==> src/rtl/ced_pkg.sv <==
// Shared types, character codes and digit decode for the C escape decoder.
package ced_pkg;

  localparam int unsigned QueueDepth = 4;

  typedef enum logic [1:0] {
    ModeNormal = 2'd0,
    ModeBslash = 2'd1,
    ModeHex    = 2'd2,
    ModeOctal  = 2'd3
  } mode_e;

  typedef struct packed {
    logic [7:0] out_byte;
    logic       last;
    logic       bad_escape;
  } result_t;

  // Up to two results per input transfer; first always goes ahead of second in the queue.
  typedef struct packed {
    logic [1:0] count;
    result_t    first;
    result_t    second;
  } push_t;

  localparam logic [7:0] CharBslash = 8'h5C;
  localparam logic [7:0] CharDquote = 8'h22;
  localparam logic [7:0] CharSquote = 8'h27;
  localparam logic [7:0] CharZero   = 8'h30;
  localparam logic [7:0] CharNine   = 8'h39;
  localparam logic [7:0] CharSeven  = 8'h37;
  localparam logic [7:0] CharLowA   = 8'h61;
  localparam logic [7:0] CharLowB   = 8'h62;
  localparam logic [7:0] CharLowF   = 8'h66;
  localparam logic [7:0] CharLowN   = 8'h6E;
  localparam logic [7:0] CharLowR   = 8'h72;
  localparam logic [7:0] CharLowT   = 8'h74;
  localparam logic [7:0] CharLowV   = 8'h76;
  localparam logic [7:0] CharLowX   = 8'h78;
  localparam logic [7:0] CharUpA    = 8'h41;
  localparam logic [7:0] CharUpF    = 8'h46;
  localparam logic [7:0] CharUpX    = 8'h58;

  localparam logic [7:0] LowerBase  = CharLowA - 8'd10;
  localparam logic [7:0] UpperBase  = CharUpA - 8'd10;

  localparam logic [7:0] CtrlBell   = 8'd7;
  localparam logic [7:0] CtrlBack   = 8'd8;
  localparam logic [7:0] CtrlTab    = 8'd9;
  localparam logic [7:0] CtrlNewl   = 8'd10;
  localparam logic [7:0] CtrlVtab   = 8'd11;
  localparam logic [7:0] CtrlFeed   = 8'd12;
  localparam logic [7:0] CtrlCret   = 8'd13;

  localparam logic [1:0] OctalMaxDigits = 2'd3;

  // {valid, value}
  function automatic logic [4:0] hex_digit(input logic [7:0] c);
    logic [4:0] r;
    r = '0;
    if (c >= CharZero && c <= CharNine) begin
      r = {1'b1, 4'(c - CharZero)};
    end else if (c >= CharLowA && c <= CharLowF) begin
      r = {1'b1, 4'(c - LowerBase)};
    end else if (c >= CharUpA && c <= CharUpF) begin
      r = {1'b1, 4'(c - UpperBase)};
    end
    return r;
  endfunction

  function automatic logic [3:0] oct_digit(input logic [7:0] c);
    logic [3:0] r;
    r = '0;
    if (c >= CharZero && c <= CharSeven) begin
      r = {1'b1, c[2:0]};
    end
    return r;
  endfunction

endpackage

==> src/rtl/ced_front.sv <==
// Front end: takes characters, tracks escape mode and produces up to two results.
module ced_front
  import ced_pkg::*;
(
  input  logic       clk_i,
  input  logic       rst_ni,
  input  logic       in_valid_i,
  input  logic       in_ready_i,
  input  logic [7:0] in_char_i,
  input  logic       end_of_string_i,
  output push_t      push_o
);

  mode_e      mode_q, mode_d;
  logic [7:0] acc_q, acc_d;
  logic [1:0] cnt_q, cnt_d;

  logic       accept;
  logic [4:0] hex_d;
  logic [3:0] oct_d;
  logic [7:0] hex_acc, oct_acc;
  logic [1:0] cnt_inc;
  logic       goes_escape;

  assign accept      = in_valid_i & in_ready_i;
  assign hex_d       = hex_digit(in_char_i);
  assign oct_d       = oct_digit(in_char_i);
  assign hex_acc     = {acc_q[3:0], hex_d[3:0]};
  assign oct_acc     = {acc_q[4:0], oct_d[2:0]};
  assign cnt_inc     = cnt_q + 2'd1;
  assign goes_escape = (in_char_i == CharBslash) & ~end_of_string_i;

  // next state
  always_comb begin
    mode_d = mode_q;
    acc_d  = acc_q;
    cnt_d  = cnt_q;
    if (accept) begin
      case (mode_q)
        ModeNormal: begin
          if (goes_escape) mode_d = ModeBslash;
        end
        ModeBslash: begin
          if (in_char_i == CharLowX || in_char_i == CharUpX) begin
            mode_d = ModeHex;
            acc_d  = '0;
          end else if (in_char_i == CharZero) begin
            mode_d = ModeOctal;
            acc_d  = '0;
            cnt_d  = '0;
          end else begin
            mode_d = ModeNormal;
          end
        end
        ModeHex: begin
          if (hex_d[4]) begin
            acc_d = hex_acc;
          end else begin
            mode_d = goes_escape ? ModeBslash : ModeNormal;
          end
        end
        ModeOctal: begin
          if (oct_d[3]) begin
            acc_d = oct_acc;
            cnt_d = cnt_inc;
            if (end_of_string_i || cnt_inc == OctalMaxDigits) mode_d = ModeNormal;
          end else begin
            mode_d = goes_escape ? ModeBslash : ModeNormal;
          end
        end
        default: mode_d = ModeNormal;
      endcase
      if (end_of_string_i) begin
        mode_d = ModeNormal;
        acc_d  = '0;
        cnt_d  = '0;
      end else if (mode_d == ModeNormal) begin
        acc_d = '0;
        cnt_d = '0;
      end
    end
  end

  // results
  always_comb begin
    push_o = '0;
    if (accept) begin
      case (mode_q)
        ModeNormal: begin
          if (!goes_escape) begin
            push_o.count = 2'd1;
            push_o.first = '{in_char_i, end_of_string_i, 1'b0};
          end
        end
        ModeBslash: begin
          push_o.count = 2'd1;
          case (in_char_i)
            CharDquote: push_o.first = '{CharDquote, end_of_string_i, 1'b0};
            CharSquote: push_o.first = '{CharSquote, end_of_string_i, 1'b0};
            CharBslash: push_o.first = '{CharBslash, end_of_string_i, 1'b0};
            CharLowA:   push_o.first = '{CtrlBell,   end_of_string_i, 1'b0};
            CharLowB:   push_o.first = '{CtrlBack,   end_of_string_i, 1'b0};
            CharLowF:   push_o.first = '{CtrlFeed,   end_of_string_i, 1'b0};
            CharLowN:   push_o.first = '{CtrlNewl,   end_of_string_i, 1'b0};
            CharLowR:   push_o.first = '{CtrlCret,   end_of_string_i, 1'b0};
            CharLowT:   push_o.first = '{CtrlTab,    end_of_string_i, 1'b0};
            CharLowV:   push_o.first = '{CtrlVtab,   end_of_string_i, 1'b0};
            CharLowX, CharUpX, CharZero: begin
              // numeric escape opens; only an end of string flushes a zero
              push_o.count = {1'b0, end_of_string_i};
              push_o.first = '{8'd0, 1'b1, 1'b0};
            end
            default:    push_o.first = '{8'd0, end_of_string_i, 1'b1};
          endcase
        end
        ModeHex, ModeOctal: begin
          if ((mode_q == ModeHex) ? hex_d[4] : oct_d[3]) begin
            if (mode_q == ModeHex) begin
              push_o.count = {1'b0, end_of_string_i};
              push_o.first = '{hex_acc, 1'b1, 1'b0};
            end else begin
              push_o.count = {1'b0, end_of_string_i | (cnt_inc == OctalMaxDigits)};
              push_o.first = '{oct_acc, end_of_string_i, 1'b0};
            end
          end else begin
            // terminator: flush value, then treat char as normal text
            push_o.first = '{acc_q, 1'b0, 1'b0};
            if (goes_escape) begin
              push_o.count = 2'd1;
            end else begin
              push_o.count  = 2'd2;
              push_o.second = '{in_char_i, end_of_string_i, 1'b0};
            end
          end
        end
        default: push_o = '0;
      endcase
    end
  end

  always_ff @(posedge clk_i or negedge rst_ni) begin
    if (!rst_ni) begin
      mode_q <= ModeNormal;
      acc_q  <= '0;
      cnt_q  <= '0;
    end else begin
      mode_q <= mode_d;
      acc_q  <= acc_d;
      cnt_q  <= cnt_d;
    end
  end

`ifndef SYNTH
  a_two_only_numeric: assert property (@(posedge clk_i) disable iff (!rst_ni)
    (push_o.count == 2'd2) |-> (mode_q == ModeHex || mode_q == ModeOctal))
    else $error("two results outside a numeric escape");

  a_bad_is_zero: assert property (@(posedge clk_i) disable iff (!rst_ni)
    (push_o.count != 2'd0 && push_o.first.bad_escape) |->
      (push_o.first.out_byte == 8'd0 && mode_q == ModeBslash))
    else $error("bad escape result malformed");

  a_eos_clears: assert property (@(posedge clk_i) disable iff (!rst_ni)
    (accept && end_of_string_i) |=> (mode_q == ModeNormal && acc_q == 8'd0 && cnt_q == 2'd0))
    else $error("state not cleared after end of string");
`endif

endmodule

==> src/rtl/ced_queue.sv <==
// Result queue: up to two writes and one read per cycle.
module ced_queue
  import ced_pkg::*;
#(
  parameter int unsigned Depth = QueueDepth
) (
  input  logic    clk_i,
  input  logic    rst_ni,
  input  push_t   push_i,
  input  logic    pop_i,
  output logic    space_o,
  output logic    empty_o,
  output result_t head_o
);

  localparam int unsigned PtrW = (Depth > 1) ? $clog2(Depth) : 1;
  localparam int unsigned CntW = $clog2(Depth + 1);

  result_t           mem_q [Depth];
  logic [PtrW-1:0]   wr_q, wr_d, rd_q, rd_d, wr_next;
  logic [CntW-1:0]   cnt_q, cnt_d;

  function automatic logic [PtrW-1:0] ptr_inc(input logic [PtrW-1:0] p);
    return (p == PtrW'(Depth - 1)) ? '0 : p + PtrW'(1);
  endfunction

  assign wr_next = ptr_inc(wr_q);
  assign space_o = cnt_q <= CntW'(Depth - 2);
  assign empty_o = cnt_q == '0;
  assign head_o  = mem_q[rd_q];

  always_comb begin
    wr_d = wr_q;
    if (push_i.count == 2'd1) wr_d = wr_next;
    else if (push_i.count == 2'd2) wr_d = ptr_inc(wr_next);
    rd_d  = pop_i ? ptr_inc(rd_q) : rd_q;
    cnt_d = cnt_q + CntW'(push_i.count) - CntW'(pop_i);
  end

  always_ff @(posedge clk_i) begin
    if (push_i.count != 2'd0) mem_q[wr_q] <= push_i.first;
    if (push_i.count == 2'd2) mem_q[wr_next] <= push_i.second;
  end

  always_ff @(posedge clk_i or negedge rst_ni) begin
    if (!rst_ni) begin
      wr_q  <= '0;
      rd_q  <= '0;
      cnt_q <= '0;
    end else begin
      wr_q  <= wr_d;
      rd_q  <= rd_d;
      cnt_q <= cnt_d;
    end
  end

`ifndef SYNTH
  a_no_overflow: assert property (@(posedge clk_i) disable iff (!rst_ni)
    cnt_q <= CntW'(Depth))
    else $error("queue overflow");

  a_no_underflow: assert property (@(posedge clk_i) disable iff (!rst_ni)
    pop_i |-> !empty_o)
    else $error("pop from empty queue");

  a_push_fits: assert property (@(posedge clk_i) disable iff (!rst_ni)
    (push_i.count != 2'd0) |-> space_o)
    else $error("push without room");
`endif

endmodule

==> src/rtl/ced_back.sv <==
// Back end: output register that drains the result queue.
module ced_back
  import ced_pkg::*;
(
  input  logic    clk_i,
  input  logic    rst_ni,
  input  logic    empty_i,
  input  result_t head_i,
  output logic    pop_o,
  output logic    out_valid_o,
  input  logic    out_ready_i,
  output result_t out_o
);

  logic    valid_q, valid_d;
  result_t data_q;

  assign pop_o   = ~empty_i & (~valid_q | out_ready_i);
  assign valid_d = pop_o | (valid_q & ~out_ready_i);

  always_ff @(posedge clk_i or negedge rst_ni) begin
    if (!rst_ni) valid_q <= 1'b0;
    else         valid_q <= valid_d;
  end

  always_ff @(posedge clk_i) begin
    if (pop_o) data_q <= head_i;
  end

  assign out_valid_o = valid_q;
  assign out_o       = data_q;

endmodule

==> src/rtl/c_escape_sequence_decoder_top.sv <==
// Top level of the C string escape decoder.
// Decodes a C string one source character per transfer and returns the decoded bytes:
// simple escapes (quote, apostrophe, backslash, a b f n r t v), hex escapes (x/X, any
// number of digits) and octal escapes (0 plus up to three digits), values kept to 8 bits.
// An illegal escape letter yields a result with bad_escape set and out_byte zero. A
// character that terminates a numeric escape yields two results: the value, then the
// character itself (a backslash terminator yields only the value and opens a new escape).
// The front end classifies each character in the cycle it is accepted
// and writes its results into a small queue; the back end is the output register. A
// character is taken every cycle while the queue holds at least two free slots; the
// front end stalls only while the queue holds fewer than two free slots, whatever the
// number of results the character makes. The first result of a character is written
// into the queue and then loaded into the output register before it can transfer on
// the output side.
module c_escape_sequence_decoder_top
  import ced_pkg::*;
#(
  parameter int unsigned QUEUE_DEPTH = QueueDepth
) (
  input  logic       clk_i,
  input  logic       rst_ni,
  input  logic       in_valid_i,
  output logic       in_ready_o,
  input  logic [7:0] in_char_i,
  input  logic       end_of_string_i,
  output logic       out_valid_o,
  input  logic       out_ready_i,
  output logic [7:0] out_byte_o,
  output logic       last_o,
  output logic       bad_escape_o
);

  push_t   push;
  logic    space, empty, pop;
  result_t head, out_res;

  assign in_ready_o = space;

  ced_front u_front (
    .clk_i,
    .rst_ni,
    .in_valid_i,
    .in_ready_i      (space),
    .in_char_i,
    .end_of_string_i,
    .push_o          (push)
  );

  ced_queue #(
    .Depth (QUEUE_DEPTH)
  ) u_queue (
    .clk_i,
    .rst_ni,
    .push_i  (push),
    .pop_i   (pop),
    .space_o (space),
    .empty_o (empty),
    .head_o  (head)
  );

  ced_back u_back (
    .clk_i,
    .rst_ni,
    .empty_i     (empty),
    .head_i      (head),
    .pop_o       (pop),
    .out_valid_o,
    .out_ready_i,
    .out_o       (out_res)
  );

  assign out_byte_o   = out_res.out_byte;
  assign last_o       = out_res.last;
  assign bad_escape_o = out_res.bad_escape;

endmodule

==> config.mk <==
export PLATFORM = sky130hd
export DESIGN_NAME = c_escape_sequence_decoder_top
export DESIGN_NICKNAME = d
export VERILOG_FILES = /design/src/rtl/ced_pkg.sv /design/src/rtl/ced_front.sv /design/src/rtl/ced_queue.sv /design/src/rtl/ced_back.sv /design/src/rtl/c_escape_sequence_decoder_top.sv
export SDC_FILE = /design/constraint.sdc
export NUM_CORES = 1
export LEC_CHECK = 0
export ABC_AREA = 0
export BUFFER_PORTS_ARGS = -buffer_cell sky130_fd_sc_hd__buf_2
export CAP_MARGIN = 40
export CELL_PAD_IN_SITES_DETAIL_PLACEMENT = 1
export CELL_PAD_IN_SITES_GLOBAL_PLACEMENT = 2
export CORE_ASPECT_RATIO = 0.7
export CORE_MARGIN = 2
export CORE_UTILIZATION = 30
export CTS_CLUSTER_SIZE = 10
export DETAILED_ROUTE_END_ITERATION = 16
export GPL_TIMING_DRIVEN = 0
export HOLD_SLACK_MARGIN = 0.15
export PLACE_DENSITY = 0.59
export SYNTH_ARGS = -nofsm -noshare
export SYNTH_HDL_FRONTEND = slang
export SYNTH_SLANG_ARGS = --single-unit
==> constraint.sdc <==
create_clock -name clk_i -period 4.9 [get_ports clk_i]
set_clock_uncertainty 0.15 [all_clocks]
set_input_delay 0.245 -clock clk_i [delete_from_list [all_inputs] [get_ports clk_i]]
set_output_delay 0.245 -clock clk_i [all_outputs]
set_load 0.1 [all_outputs]
== After elaboration in Yosys (flattened, before gate mapping) ==
Memory sizes are Yosys's and may differ from the RTL's. A register that Yosys moved wholly into a read port is not among the register bits.
Cells that the tools add are included.

* Register bits: 20
* Latch bits: 0
* RAM bits: 40
* ROM bits: 0
* Input bits: 13
* Memories kept: 1

{| class="wikitable"
|+ Memory list
! memory !! depth !! width !! read ports !! clocked after Yosys merged registers in !! write ports !! RTL line !! source
|-
| u_queue.mem_q || 4 || 10 || 1 || 1 || 2 || ced_queue.sv:19 || <nowiki>result_t mem_q [Depth];</nowiki>
|}

* $add $sub $neg: 9
* $mul: 0
* Div/mod/pow operators: 0
* Order comparisons: 8
* Equal/unequal tests: 27
* Shift-type cells: 0
* Mux-type cells: 48
* Bitwise operators: 11
* Reductions and logical operators: 17

{| class="wikitable"
|+ Operator list
! cell !! count
|-
| 9-bit one-hot mux with 11 select lines || 1
|-
| 8-bit by 7-bit equality test with 1-bit output (second input constant) || 10
|-
| 8-bit two-way mux || 6
|-
| 2-bit two-way mux || 19
|-
| 12-bit one-hot mux with 3 select lines || 1
|-
| 10-bit two-way mux || 3
|-
| 8-bit by 6-bit equality test with 1-bit output (second input constant) || 3
|-
| 8-bit one-hot mux with 3 select lines || 1
|-
| 11-bit two-way mux || 2
|-
| 22-bit two-way mux || 1
|-
| 8-bit by 7-bit greater-or-equal comparator with 1-bit output (second input constant) || 2
|-
| 8-bit by 6-bit less-or-equal comparator with 1-bit output (second input constant) || 2
|-
| 8-bit by 7-bit less-or-equal comparator with 1-bit output (second input constant) || 2
|-
| 5-bit two-way mux || 3
|-
| 2-bit equality test (second input constant) || 7
|-
| 12-bit two-way mux || 1
|-
| 4-bit by 2-bit inequality test with 1-bit output (second input constant) || 3
|-
| 5-bit AND reduction || 2
|-
| 2-bit by 1-bit adder with 2-bit output (second input constant) || 4
|-
| 8-bit by 6-bit greater-or-equal comparator with 1-bit output (second input constant) || 1
|-
| 2-bit one-hot mux with 4 select lines || 1
|-
| 4-bit by 3-bit subtractor with 4-bit output (second input constant) || 2
|-
| 1-bit two-way mux || 7
|-
| 5-bit by 2-bit inequality test with 1-bit output (second input constant) || 1
|-
| other kinds (20) || 35
|}

== Longest topological paths before layout ==
Gate-level depths: netlist of run 1.

* Depth in word-level cells: 12
* Mapped depth: 16
* Mapped depth without buffers: 13

== By module ==
A second synthesis of run 1 with hierarchy kept.

* Cells, all modules: 393
* Area, all modules: 4479.3 µm²

{| class="wikitable"
|+ Modules (own cells, without submodules)
! module !! times used !! cells an instance !! area each (µm²) !! sequential area each (µm²)
|-
| ced_queue || 1 || 153 || 2488.6 || 1376.3
|-
| ced_front || 1 || 225 || 1640.3 || 300.3
|-
| ced_back || 1 || 15 || 350.3 || 325.3
|}

== Least setup slack after synthesis of run 1 ==
No wires, ideal clock.

* Kind: register to register
* Start: register u_queue.cnt_q[1]
* End: memory u_queue.mem_q[2][1] in the netlist's numbering, enable pin
* Arrival time: 3.684 ns
* Required time: 4.470 ns
* Setup slack: 0.786 ns
* Stages on the path, launching flop included: 10
* Buffers on the path: 2
* Clock period less this slack: 4.114 ns
* Path through: dfrtp_1 a21oi_1 and2_0 nand2_1 a311o_1 ha_1 clkbuf_1 clkbuf_1 a21oi_1 inv_1

{| class="wikitable"
|+ RTL lines
! element !! RTL line !! source
|-
| start, declared || ced_queue.sv:21 || <nowiki>logic [CntW-1:0] cnt_q, cnt_d;</nowiki>
|-
| start signal, assigned || ced_queue.sv:53 || <nowiki>cnt_q <= cnt_d;</nowiki>
|-
| end, declared || ced_queue.sv:19 ||
|}

==> results of run 1 <==
## layout by cell type (no fill, tap or decap), types with 6 or more instances in the layout
master and count:
nor3_1 7, mux4_2 10, nand2_1 43, ha_1 18, nor2_1 21, inv_1 21, mux2_2 6, buf_2 29
a32o_1 8, clkbuf_16 9, dfrtp_1 20, o21ai_1 8, a22o_1 13, edfxtp_1 46, a21oi_1 24, o2bb2ai_1 15
nor2b_1 8, o21ai_0 12, clkbuf_1 16, nand2b_1 11
## power groups by stage
stage	combinational (W)	clock, W	sequential (W)
floorplan	0.000424	0	0.00109
global placement	0.000917	0	0.000798
detailed placement	0.000950	0	0.000801
CTS	0.000952	0.000706	0.000789
global route	0.00101	0.000722	0.000798
finish	0.000942	0.000685	0.000788
## worst max-delay path, delay by kind of cell
family          cells  cell delay, ps
buf+inv             4             710
fa+ha+maj           2             600
compound gates      6            2100
simple gates        3             580
## worst max path at each step
| stage | to | slack (ps) | depth (start not counted) |
|---|---|---|---|
| 2_1_floorplan | u_queue.mem_q[2][1] | 790 | 9 |
| 3_3_place_gp | u_queue.mem_q[0][7] | 410 | 15 |
| 3_5_place_dp | u_queue.mem_q[1][7] | 350 | 14 |
| 4_1_cts | u_queue.mem_q[1][9] | 730 | 14 |
| 5_1_grt | u_queue.mem_q[0][9] | 400 | 14 |
| 6_report | u_queue.mem_q[0][6] | 690 | 15 |
## per-stage QoR
| step | power, W | std cells | instance area (sq um) | hold WS, ps |
|---|---|---|---|---|
| after floorplan | 0.00152 | 412 | 4450 | -201 |
| after global placement | 0.00171 | 630 | 4810 | 112 |
| after detailed placement | 0.00175 | 632 | 4840 | 123 |
| after CTS | 0.00245 | 650 | 5160 | 260 |
| after global routing | 0.00253 | 650 | 5160 | 283 |
| final | 0.00241 | 650 | 5160 | 268 |
## area by class of cell
cell class	instances	area share [%]
plain buffers	25	2.26
clock buffers	9	4.37
clock inverters	7	1.50
inverters	21	1.53
multi-input cells	296	44.5
flip-flops and latches	70	38.0
well taps	195	4.73
repair buffers	27	3.06
## layer usage
metal / routed length (um) / global-route usage, % / share of wire (%) / vias up
met1: 7960 / 31.2 / 53 / 1843
met2: 6060 / 27.9 / 41 / 82
met4: 192 / 5.51 / 1.3 / 0
met3: 724 / 3.73 / 4.9 / 13
li1: - / - / - / 1679
met5: 0 / 0 / 0 / -
## sequential cells by signal (all words and copies together) (netlist names)
name	flops
u_back.out_o	10
u_back.out_valid_o	1
u_front.acc_q	8
u_front.cnt_q	2
u_front.mode_q	2
u_queue.cnt_q	3
u_queue.mem_q	40
u_queue.rd_q	2
u_queue.wr_q	2
## logic make-up (layout without fill, tap and decap cells)
| logic type | count (synthesis) | count (layout) | share of synthesized area [%] |
|---|---|---|---|
| compound gates | 128 | 128 | 21.9 |
| xor+xnor | 4 | 4 | 0.787 |
| fa+ha+maj | 19 | 19 | 5.51 |
| buf+inv | 46 | 89 | 4.39 |
| flops | 70 | 70 | 44.1 |
| mux | 18 | 18 | 7.06 |
| simple gates | 127 | 127 | 16.3 |
==> results.rst, run 1 <==
.. list-table::
   :header-rows: 1

   * - Metric
     - Value
   * - Area growth syn-to-layout
     - 15.9%
   * - Initial antenna violation count
     - 0
   * - Mapped Avg Cell Area
     - about 11 sq um
   * - Syn nets
     - approximately 440
   * - Global placement routability congestion
     - around 0.83
   * - Vias in the first global route
     - 3647
   * - Post CTS Setup Buffer Count
     - 0
   * - Prevailing post-synth register cell
     - edfxtp_1
   * - Clock group share of total power
     - 28.4%
   * - Cell area after technology mapping
     - 4450 sq um
   * - Distinct cell type count of the synthesized netlist
     - between 70 and 80
   * - Share of Yosys cell area claimed by the top area cell type
     - between 30% and 40%
   * - Pleak
     - ~1.9 nW
   * - Pre-CTS setup slack
     - between 300 and 400 ps
   * - Final HPWL from detailed placement
     - 11300 um
   * - Count of nets left with antenna violations after detail routing
     - 0
   * - DRC
     - 0
   * - Floorplan die width
     - 150 um
   * - Resized cells post-CTS
     - 0
   * - Setup slack on the worst flop-to-flop path
     - around 880 ps
   * - Net switching share of the total power
     - 42.2%
   * - Number of H-tree branching levels
     - 3
   * - Max transition margin
     - a little over two fifths
   * - Terminus of the critical flop-to-flop path
     - u_queue.mem_q[0][6]
   * - Clock Tree Root
     - clkbuf_16
   * - Area occupied by registers
     - just under 2000 sq um
   * - Post-synthesis sequential area ratio
     - between 40 and 50%
   * - Critical path's largest stage delay
     - around 670 ps
   * - Worst r2r path cells
     - 12
   * - RSZ-0062 raised after global routing
     - false
   * - Starting DRC count in detailed routing
     - roughly 260
   * - Dominant cells by area after synthesis
     - edfxtp_1 (31%), dfrtp_1 (11%), ha_1 (5.1%)
   * - First-pass iteration count of the detailed router
     - 4
   * - Combinational cell fraction of total power
     - ~39%
   * - Number of endpoints failing setup at the final stage
     - 0
   * - Final count of hold timing violations
     - 0
   * - Final period utilization
     - a little under nine tenths
   * - Clk sink count
     - 70
   * - Transition time of the tightest slew-check pin
     - about 860 ps
   * - Internal cell power
     - approximately 0.0014 W
   * - Critical path endpoint category
     - flop
   * - Clock period minus final worst setup slack
     - 4210 ps
   * - Most frequently used cell type in the post-synthesis netlist
     - edfxtp_1
   * - Slew Limit Fails
     - 0
   * - Clock latency at the later pin of the worst-skew pair
     - about 350 ps
   * - Clock buffer count from CTS
     - 9
   * - Sequential power share
     - about a third
   * - Starting Density
     - 30.5%
   * - Largest area contributor in the netlist
     - edfxtp_1
   * - Setup WS post-layout
     - about 690 ps
   * - Crit path max-delay cell type
     - a21oi_1
   * - Number of buffers inserted by port buffering
     - 23
   * - Maximum clock rate
     - approximately 240 MHz
   * - Die area
     - 15800 sq um
   * - Critical path cell sequence
     - buf_2 -> buf_2 -> inv_1 -> ha_1 -> o21bai_1 -> a21oi_1 -> o21ai_2 -> buf_6 -> or2_1 -> a311o_1 -> ha_1 -> nand2b_1 -> a21oi_1 -> nand2_1 -> o2bb2ai_1
   * - Data arrival, critical path
     - 4250 ps
   * - Maximum fanout count along the critical path
     - 10
   * - Switching component of the power
     - slightly above 0.001 W
   * - Run status
     - finished, final reports clean
   * - Fill cells
     - 1643
   * - Routed wire per std cell
     - roughly 23 um
   * - Floorplan core area
     - roughly 15000 sq um
   * - Clock Path Buffers
     - 2
   * - Share of async-settable or async-resettable flops after synthesis
     - around 29%
   * - Cell count after synthesis
     - approximately 400
   * - Category of the critical setup timing path
     - in -> reg
   * - Cell Pwr Density
     - 468 nW/um^2
   * - Top cells by instance count after synthesis
     - edfxtp_1 (46), nand2_1 (43), a21oi_1 (25)
   * - Final net count
     - 482
   * - Pin count of the biggest net entering global routing
     - 21
   * - Max-cap violations
     - 0
   * - Hold Buf Count CTS
     - 2
   * - Wire length of the first global-routing pass
     - around 23000 um
   * - Overflow left after global routing
     - 0
   * - Ratio of routed vias to standard cells
     - between 5 and 6
   * - Clock-pin slew on the worst setup and hold paths
     - roughly 60 ps
   * - CTS tree
     - built
   * - Summed negative setup slack over all endpoints
     - 0 ps
   * - Routed Wire Length
     - between 10000 and 15000 um
   * - Cell Rows
     - 37
   * - Total I/O pin count
     - 25
   * - GRT Total Usage
     - between 20% and 30%
   * - Start point of the critical path
     - in_char_i[1]
   * - Multi-input logic area
     - 2300 sq um
   * - Antenna Diode Count
     - 0
   * - Yosys reg bits
     - 70
   * - Chip Height
     - 106 um
   * - Startpoint type of the worst setup path
     - primary input
   * - Worst IR Drop VDD
     - roughly 300 uV
   * - Share of layout cells above drive strength 1
     - about 18%
   * - Warnings, synthesis
     - 0
   * - Hold/Removal Path Class
     - in -> async
   * - Final standard cell utilization of the core
     - a little over a third
   * - Total number of vias
     - approximately 3600
   * - Critical path required time
     - roughly 4900 ps
   * - Number of enable-type register cells in the synthesized netlist
     - 46
   * - Launch point of the worst reg-to-reg path
     - u_front.mode_q[1]
No activity file was read; power rests on OpenSTA's default activity.
==> run 2: changes to the inputs <==
Settings changed: CORE_UTILIZATION 30 to 44, PLACE_DENSITY 0.59 to 0.82.
Clock period 4.9 ns to 5.3 ns, I/O delays scaled along.
==> run 2 against run 1 <==
Net effect: die area decreased by 31%; sequential power decreased by 7.4%; utilization increased by 17 points; cell area decreased by 1.4%; sequential cell count unchanged; first-iteration DRC count increased by 36%; non-clock buffer count unchanged; highest routed layer unchanged; via count increased by 2.5%.
==> results.rst, run 2 (synthesized netlist as in run 1, its figures left out) <==
.. list-table::
   :header-rows: 1

   * - Metric
     - Value
   * - Most common library cell in the layout ignoring fill and taps
     - edfxtp_1
   * - Total I/O pin count
     - 25
   * - Max-cap violations
     - 0
   * - Routed wire per std cell
     - between 20 and 25 um
   * - First-pass iteration count of the detailed router
     - 5
   * - Starting Density
     - between 40% and 50%
   * - Clock-pin slew on the worst setup and hold paths
     - about 60 ps
   * - Number of non-filler instances in the completed layout
     - 583
   * - Share of layout cells above drive strength 1
     - 17.4%
   * - GRT Total Usage
     - a little over a quarter
   * - Clock period minus final worst setup slack
     - roughly 4200 ps
   * - Global placement routability congestion
     - 0.895
   * - RSZ-0062 raised after global routing
     - false
   * - Critical path's largest stage delay
     - around 640 ps
   * - Run status
     - finished, final reports clean
   * - Critical path cell sequence
     - buf_2 -> buf_2 -> inv_1 -> ha_1 -> o21bai_1 -> a21oi_1 -> o21ai_2 -> buf_6 -> or2_1 -> a311o_1 -> ha_1 -> nand2b_1 -> a21oi_1 -> nand2_1 -> o2bb2ai_1
   * - Number of H-tree branching levels
     - 3
   * - Critical path endpoint category
     - flop
   * - Worst IR Drop VDD
     - 333 uV
   * - Floorplan die width
     - approximately 120 um
   * - Maximum clock rate
     - approximately 240 MHz
   * - Final HPWL from detailed placement
     - ~10000 um
   * - DRC
     - 0
   * - Chip Height
     - 88.1 um
   * - Cell Rows
     - 30
   * - Final period utilization
     - between 70% and 80%
   * - Number of buffers inserted by port buffering
     - 23
   * - Max FFs per register
     - 40
   * - Register ranked first by flip-flop count
     - u_queue.mem_q
   * - Total number of vias
     - between 3000 and 4000
   * - CP Buf/Inv Count
     - 4
   * - Start point of the critical path
     - in_char_i[1]
   * - Category of the critical setup timing path
     - in -> reg
   * - Hold/Removal Path Class
     - in -> async
   * - Crit path max-delay cell type
     - a21oi_1
   * - Startpoint type of the worst setup path
     - primary input
   * - Starting DRC count in detailed routing
     - approximately 360
   * - Overflow left after global routing
     - 0
   * - CTS tree
     - built
   * - Antenna Diode Count
     - 0
   * - Clock Tree Root
     - clkbuf_16
   * - DP Cell Count
     - 565
   * - Max transition margin
     - between 40% and 50%
   * - Clock latency at the later pin of the worst-skew pair
     - ~340 ps
   * - Final count of hold timing violations
     - 0
   * - Data arrival, critical path
     - 4230 ps
   * - Pleak
     - 1.86 nW
   * - Pin count of the biggest net entering global routing
     - 21
   * - Cell Pwr Density
     - about 440 nW/um^2
   * - Setup WS post-layout
     - approximately 1100 ps
   * - Highest-count cells in the layout ignoring fill and taps
     - edfxtp_1 (46), nand2_1 (43), buf_2 (29)
   * - Summed negative setup slack over all endpoints
     - 0 ps
   * - Wire length of the first global-routing pass
     - 21600 um
   * - Number of endpoints failing setup at the final stage
     - 0
   * - Count of nets left with antenna violations after detail routing
     - 0
   * - Pre-CTS setup slack
     - roughly 860 ps
   * - Slew Limit Fails
     - 0
   * - Area growth syn-to-layout
     - 14.3%
   * - Clock buffer count from CTS
     - 9
   * - Routed Wire Length
     - 13800 um
   * - Floorplan core area
     - 9760 sq um
   * - Launch point of the worst reg-to-reg path
     - u_front.mode_q[1]
   * - Vias in the first global route
     - approximately 3700
   * - Maximum fanout count along the critical path
     - 10
   * - Ratio of routed vias to standard cells
     - roughly 6.4
   * - Transition time of the tightest slew-check pin
     - about 850 ps
   * - Crit-path leading delay family
     - compound AO/OA/AOI/OAI gates
   * - Clock Path Buffers
     - 2
   * - Clk sink count
     - 70
   * - Initial antenna violation count
     - 0
   * - Die area
     - around 11000 sq um
   * - Critical path required time
     - 5290 ps
   * - Final net count
     - a little under 500
## run 2: path summary, 6_finish.rpt
| path | slack, ps | cells past startpoint | to |
|---|---|---|---|
| worst max-delay path | 1060 | 15 | u_queue.mem_q[0][7] |
| worst min-delay path | 280 | 2 | u_front.acc_q[1] |
| worst max register to register | 1230 | 12 | u_queue.mem_q[0][7] |
| worst min register to register | 330 | 1 | u_queue.mem_q[1][0] |
| max in group asynchronous | 4370 | 2 | u_queue.cnt_q[1] |
| min in group clk_i | 300 | 4 | u_front.acc_q[4] |
## run 2: layout make-up
| type | count | area, sq um |
|---|---|---|
| buffer | 25 | 116 |
| clock buffer | 9 | 225 |
| clock inverter | 7 | 98.8 |
| fill | 1085 | 4670 |
| inverter | 21 | 78.8 |
| multi-input combinational | 296 | 2290 |
| sequential | 70 | 1960 |
| tap | 128 | 160 |
| timing repair buffer | 27 | 153 |
## run 2: timing repair
item / 4_1_cts / 5_1_grt
hold buffers: 2 / 0
gates resized for setup: 0 / 0
endpoints found under the hold margin: 21 / 0
setup buffers: 0 / 0
## run 2: power breakdown
group | switching, W | internal, W | leakage (nW)
Sequential | 0.0000425 | 0.000688 | 0.746
Combinational | 0.000623 | 0.000224 | 0.964
Clock | 0.000240 | 0.000413 | 0.156
Total | 0.000906 | 0.00132 | 1.86
## run 2: per-stage QoR
step           cell area (sq um)  total power, W  util, %  hold slack [ps]
6_report                    5090         0.00223     52.1              283
2_1_floorplan               4450         0.00140        -             -181
5_1_grt                     5090         0.00232     52.1              326
4_1_cts                     5090         0.00224     52.1              294
3_5_place_dp                4740         0.00159     48.6              121
3_3_place_gp                4730         0.00156     48.4              111
## run 2: routing by layer
| metal | up-vias | share of wire (%) | routed length, um | GRT usage (%) |
|---|---|---|---|---|
| met3 | 20 | 8.1 | 1120 | 6.78 |
| met4 | 0 | 0.98 | 136 | 5.21 |
| met1 | 1861 | 48 | 6650 | 38.0 |
| li1 | 1678 | - | - | - |
| met5 | - | 0 | 0 | 0 |
| met2 | 149 | 43 | 5910 | 39.3 |
==> run 3: changes to the inputs <==
Settings changed: CORE_UTILIZATION 44 to 41, PLACE_DENSITY 0.82 to 0.77.
Clock period 5.3 ns to 4.05 ns, I/O delays scaled along.
==> run 3 against run 2 <==
Net effect: utilization decreased by 3.2 points; critical path depth shrank 3; sequential power is 32% higher; sequential share of layout area down 0.28 points; non-clock buffer count rose by 1; worst hold slack worse by 57 ps; cell area grew 0.74%; combinational power rose by 32%; critical path type is now reg -> reg; critical endpoint is now u_queue.mem_q[2][7]; highest routed layer unchanged.
==> results.rst, run 3 (synthesized netlist as in run 1, its figures left out) <==
.. list-table::
   :header-rows: 1

   * - Metric
     - Value
   * - Pleak
     - 1.87 nW
   * - Data arrival, critical path
     - between 3000 and 4000 ps
   * - Final count of hold timing violations
     - 0
   * - Launch point of the worst reg-to-reg path
     - u_front.mode_q[0]
   * - Clock latency at the later pin of the worst-skew pair
     - approximately 350 ps
   * - RSZ-0062 raised after global routing
     - false
   * - Worst IR Drop VDD
     - 456 uV
   * - Final period utilization
     - about 93%
   * - DRC
     - 0
   * - GRT Total Usage
     - about a quarter
   * - Hold/Removal Path Class
     - in -> async
   * - Clock Tree Root
     - clkbuf_16
   * - Final standard cell utilization of the core
     - about half
   * - Clock-pin slew on the worst setup and hold paths
     - 70 ps
   * - Clock period minus final worst setup slack
     - around 3700 ps
   * - Design area
     - around 5100 sq um
   * - Register ranked first by flip-flop count
     - u_queue.mem_q
   * - Internal cell power
     - roughly 0.0017 W
   * - Vias in the first global route
     - ~3600
   * - Net switching share of the total power
     - between 40 and 50%
   * - Cell Pwr Density
     - just under 600 nW/um^2
   * - Clock Path Buffers
     - 2
   * - Startpoint type of the worst setup path
     - flop
   * - Max transition margin
     - roughly 43%
   * - Most common library cell in the layout ignoring fill and taps
     - edfxtp_1
   * - Critical path endpoint category
     - flop
   * - Global placement routability congestion
     - between 0.9 and 1
   * - Category of the critical setup timing path
     - reg -> reg
   * - Share of layout cells above drive strength 1
     - approximately a fifth
   * - Clk sink count
     - 70
   * - Number of H-tree branching levels
     - 3
   * - Clock group share of total power
     - slightly below 30%
   * - Starting Density
     - 42.5%
   * - Routed Wire Length
     - 14400 um
   * - Total cell area at the placement stage
     - ~4700 sq um
   * - Clock buffer count from CTS
     - 9
   * - Routed wire per std cell
     - 24.6 um
   * - Run status
     - finished, final reports clean
   * - Die area
     - about 12000 sq um
   * - Wire length of the first global-routing pass
     - approximately 22000 um
   * - Terminus of the critical flop-to-flop path
     - u_queue.mem_q[2][7]
   * - Count of nets left with antenna violations after detail routing
     - 0
   * - Final HPWL from detailed placement
     - roughly 11000 um
   * - Maximum fanout count along the critical path
     - 10
   * - Antenna Diode Count
     - 0
   * - Total number of vias
     - around 3700
   * - Number of endpoints failing setup at the final stage
     - 0
   * - Transition time of the tightest slew-check pin
     - about 850 ps
   * - Overflow left after global routing
     - 0
   * - Combinational cell fraction of total power
     - a little under two fifths
   * - Highest-count cells in the layout ignoring fill and taps
     - edfxtp_1 (46), nand2_1 (43), buf_2 (29)
   * - First-pass iteration count of the detailed router
     - 5
   * - Worst-case hold slack
     - 226 ps
   * - Max-cap violations
     - 0
   * - Critical path required time
     - about 4100 ps
   * - CTS tree
     - built
   * - Setup slack on the worst flop-to-flop path
     - about 300 ps
   * - Worst r2r path cells
     - 12
   * - Initial antenna violation count
     - 0
   * - Area growth syn-to-layout
     - 15.2%
   * - Sequential power share
     - about 32%
   * - Ratio of routed vias to standard cells
     - between 6 and 7
   * - Number of buffers inserted by port buffering
     - 23
   * - Maximum clock rate
     - about 270 MHz
   * - Floorplan die width
     - roughly 130 um
   * - Max FFs per register
     - 40
   * - Floorplan core area
     - about 10000 sq um
   * - Summed negative setup slack over all endpoints
     - 0 ps
   * - Starting DRC count in detailed routing
     - about 360
   * - Total I/O pin count
     - 25
   * - Chip Height
     - 91.2 um
   * - Switching component of the power
     - around 0.0012 W
   * - Cell Rows
     - 31
   * - Final net count
     - just under 500
   * - Pin count of the biggest net entering global routing
     - 21
   * - Pwr Total
     - between 0.002 and 0.003 W
   * - Fill cells
     - approximately 1200
   * - Slew Limit Fails
     - 0
run 3: cell types whose count changed in the layout (fill, tap and decap cells not counted), sizes merged:
cell	delta
buf	+3
clkdlybuf4s18	-1
clkinv	-3
inv	+3
clkbuf	-1
run 3: worst max path at each step:
stage | start | end
3_5_place_dp | in_char_i[1] | u_queue.mem_q[0][7]
6_report | u_front.mode_q[0] | u_queue.mem_q[2][7]
4_1_cts | in_char_i[1] | u_queue.mem_q[0][6]
2_1_floorplan | u_queue.cnt_q[0] | u_queue.mem_q[2][1]
5_1_grt | in_char_i[1] | u_queue.mem_q[1][5]
3_3_place_gp | in_char_i[1] | u_queue.mem_q[0][7]
run 3: area by class of cell:
class	instances	area, sq um	share of cell area (%)
Buffer	24	114	2.22
Clock buffer	9	225	4.39
Clock inverter	7	105	2.05
Inverter	21	78.8	1.54
Multi-Input combinational cell	296	2310	45.1
Sequential cell	70	1960	38.3
Tap cell	132	165	3.22
Timing Repair Buffer	29	165	3.22
run 3: power by group through the flow:
stage / registers [W] / clock network, W / logic, W
after floorplan: 0.00132 / 0 / 0.000515
after global placement: 0.000970 / 0 / 0.00108
after detailed placement: 0.000977 / 0 / 0.00112
after CTS: 0.000964 / 0.000893 / 0.00112
after global routing: 0.000975 / 0.000921 / 0.00120
final: 0.000961 / 0.000882 / 0.00112
run 3: through the flow:
stage / std cells / worst slack, ps
finish: 588 / 301
global route: 588 / 9.44
CTS: 586 / 43.9
detailed placement: 568 / -312
global placement: 567 / -171
floorplan: 412 / 571
run 3: what timing repair did:
| item | in CTS | in global routing |
|---|---|---|
| resized for setup | 0 | 10 |
| hold buffers | 2 | 0 |
| buffers inserted | 0 | 3 |
| endpoints found under the hold margin | 21 | 0 |
| endpoints found under the setup margin | 0 | 63 |
run 3: per-layer routing:
metal | share of wire (%) | GRT usage [%]
met5 | 0 | 0
met3 | 6.5 | 7.48
met1 | 51 | 40.1
met2 | 42 | 35.6
met4 | 0.89 | 4.53
run 3: critical path, stage by stage (launching register included):
cell and delay (ps):
dfrtp_1 360, clkbuf_1 490, clkbuf_1 470, a21oi_1 150, or2_1 240, a311o_1 380, ha_1 220, clkbuf_1 180
nand2_1 190, nand2_1 170, nor2_1 280, nand2_1 140, o2bb2ai_1 170
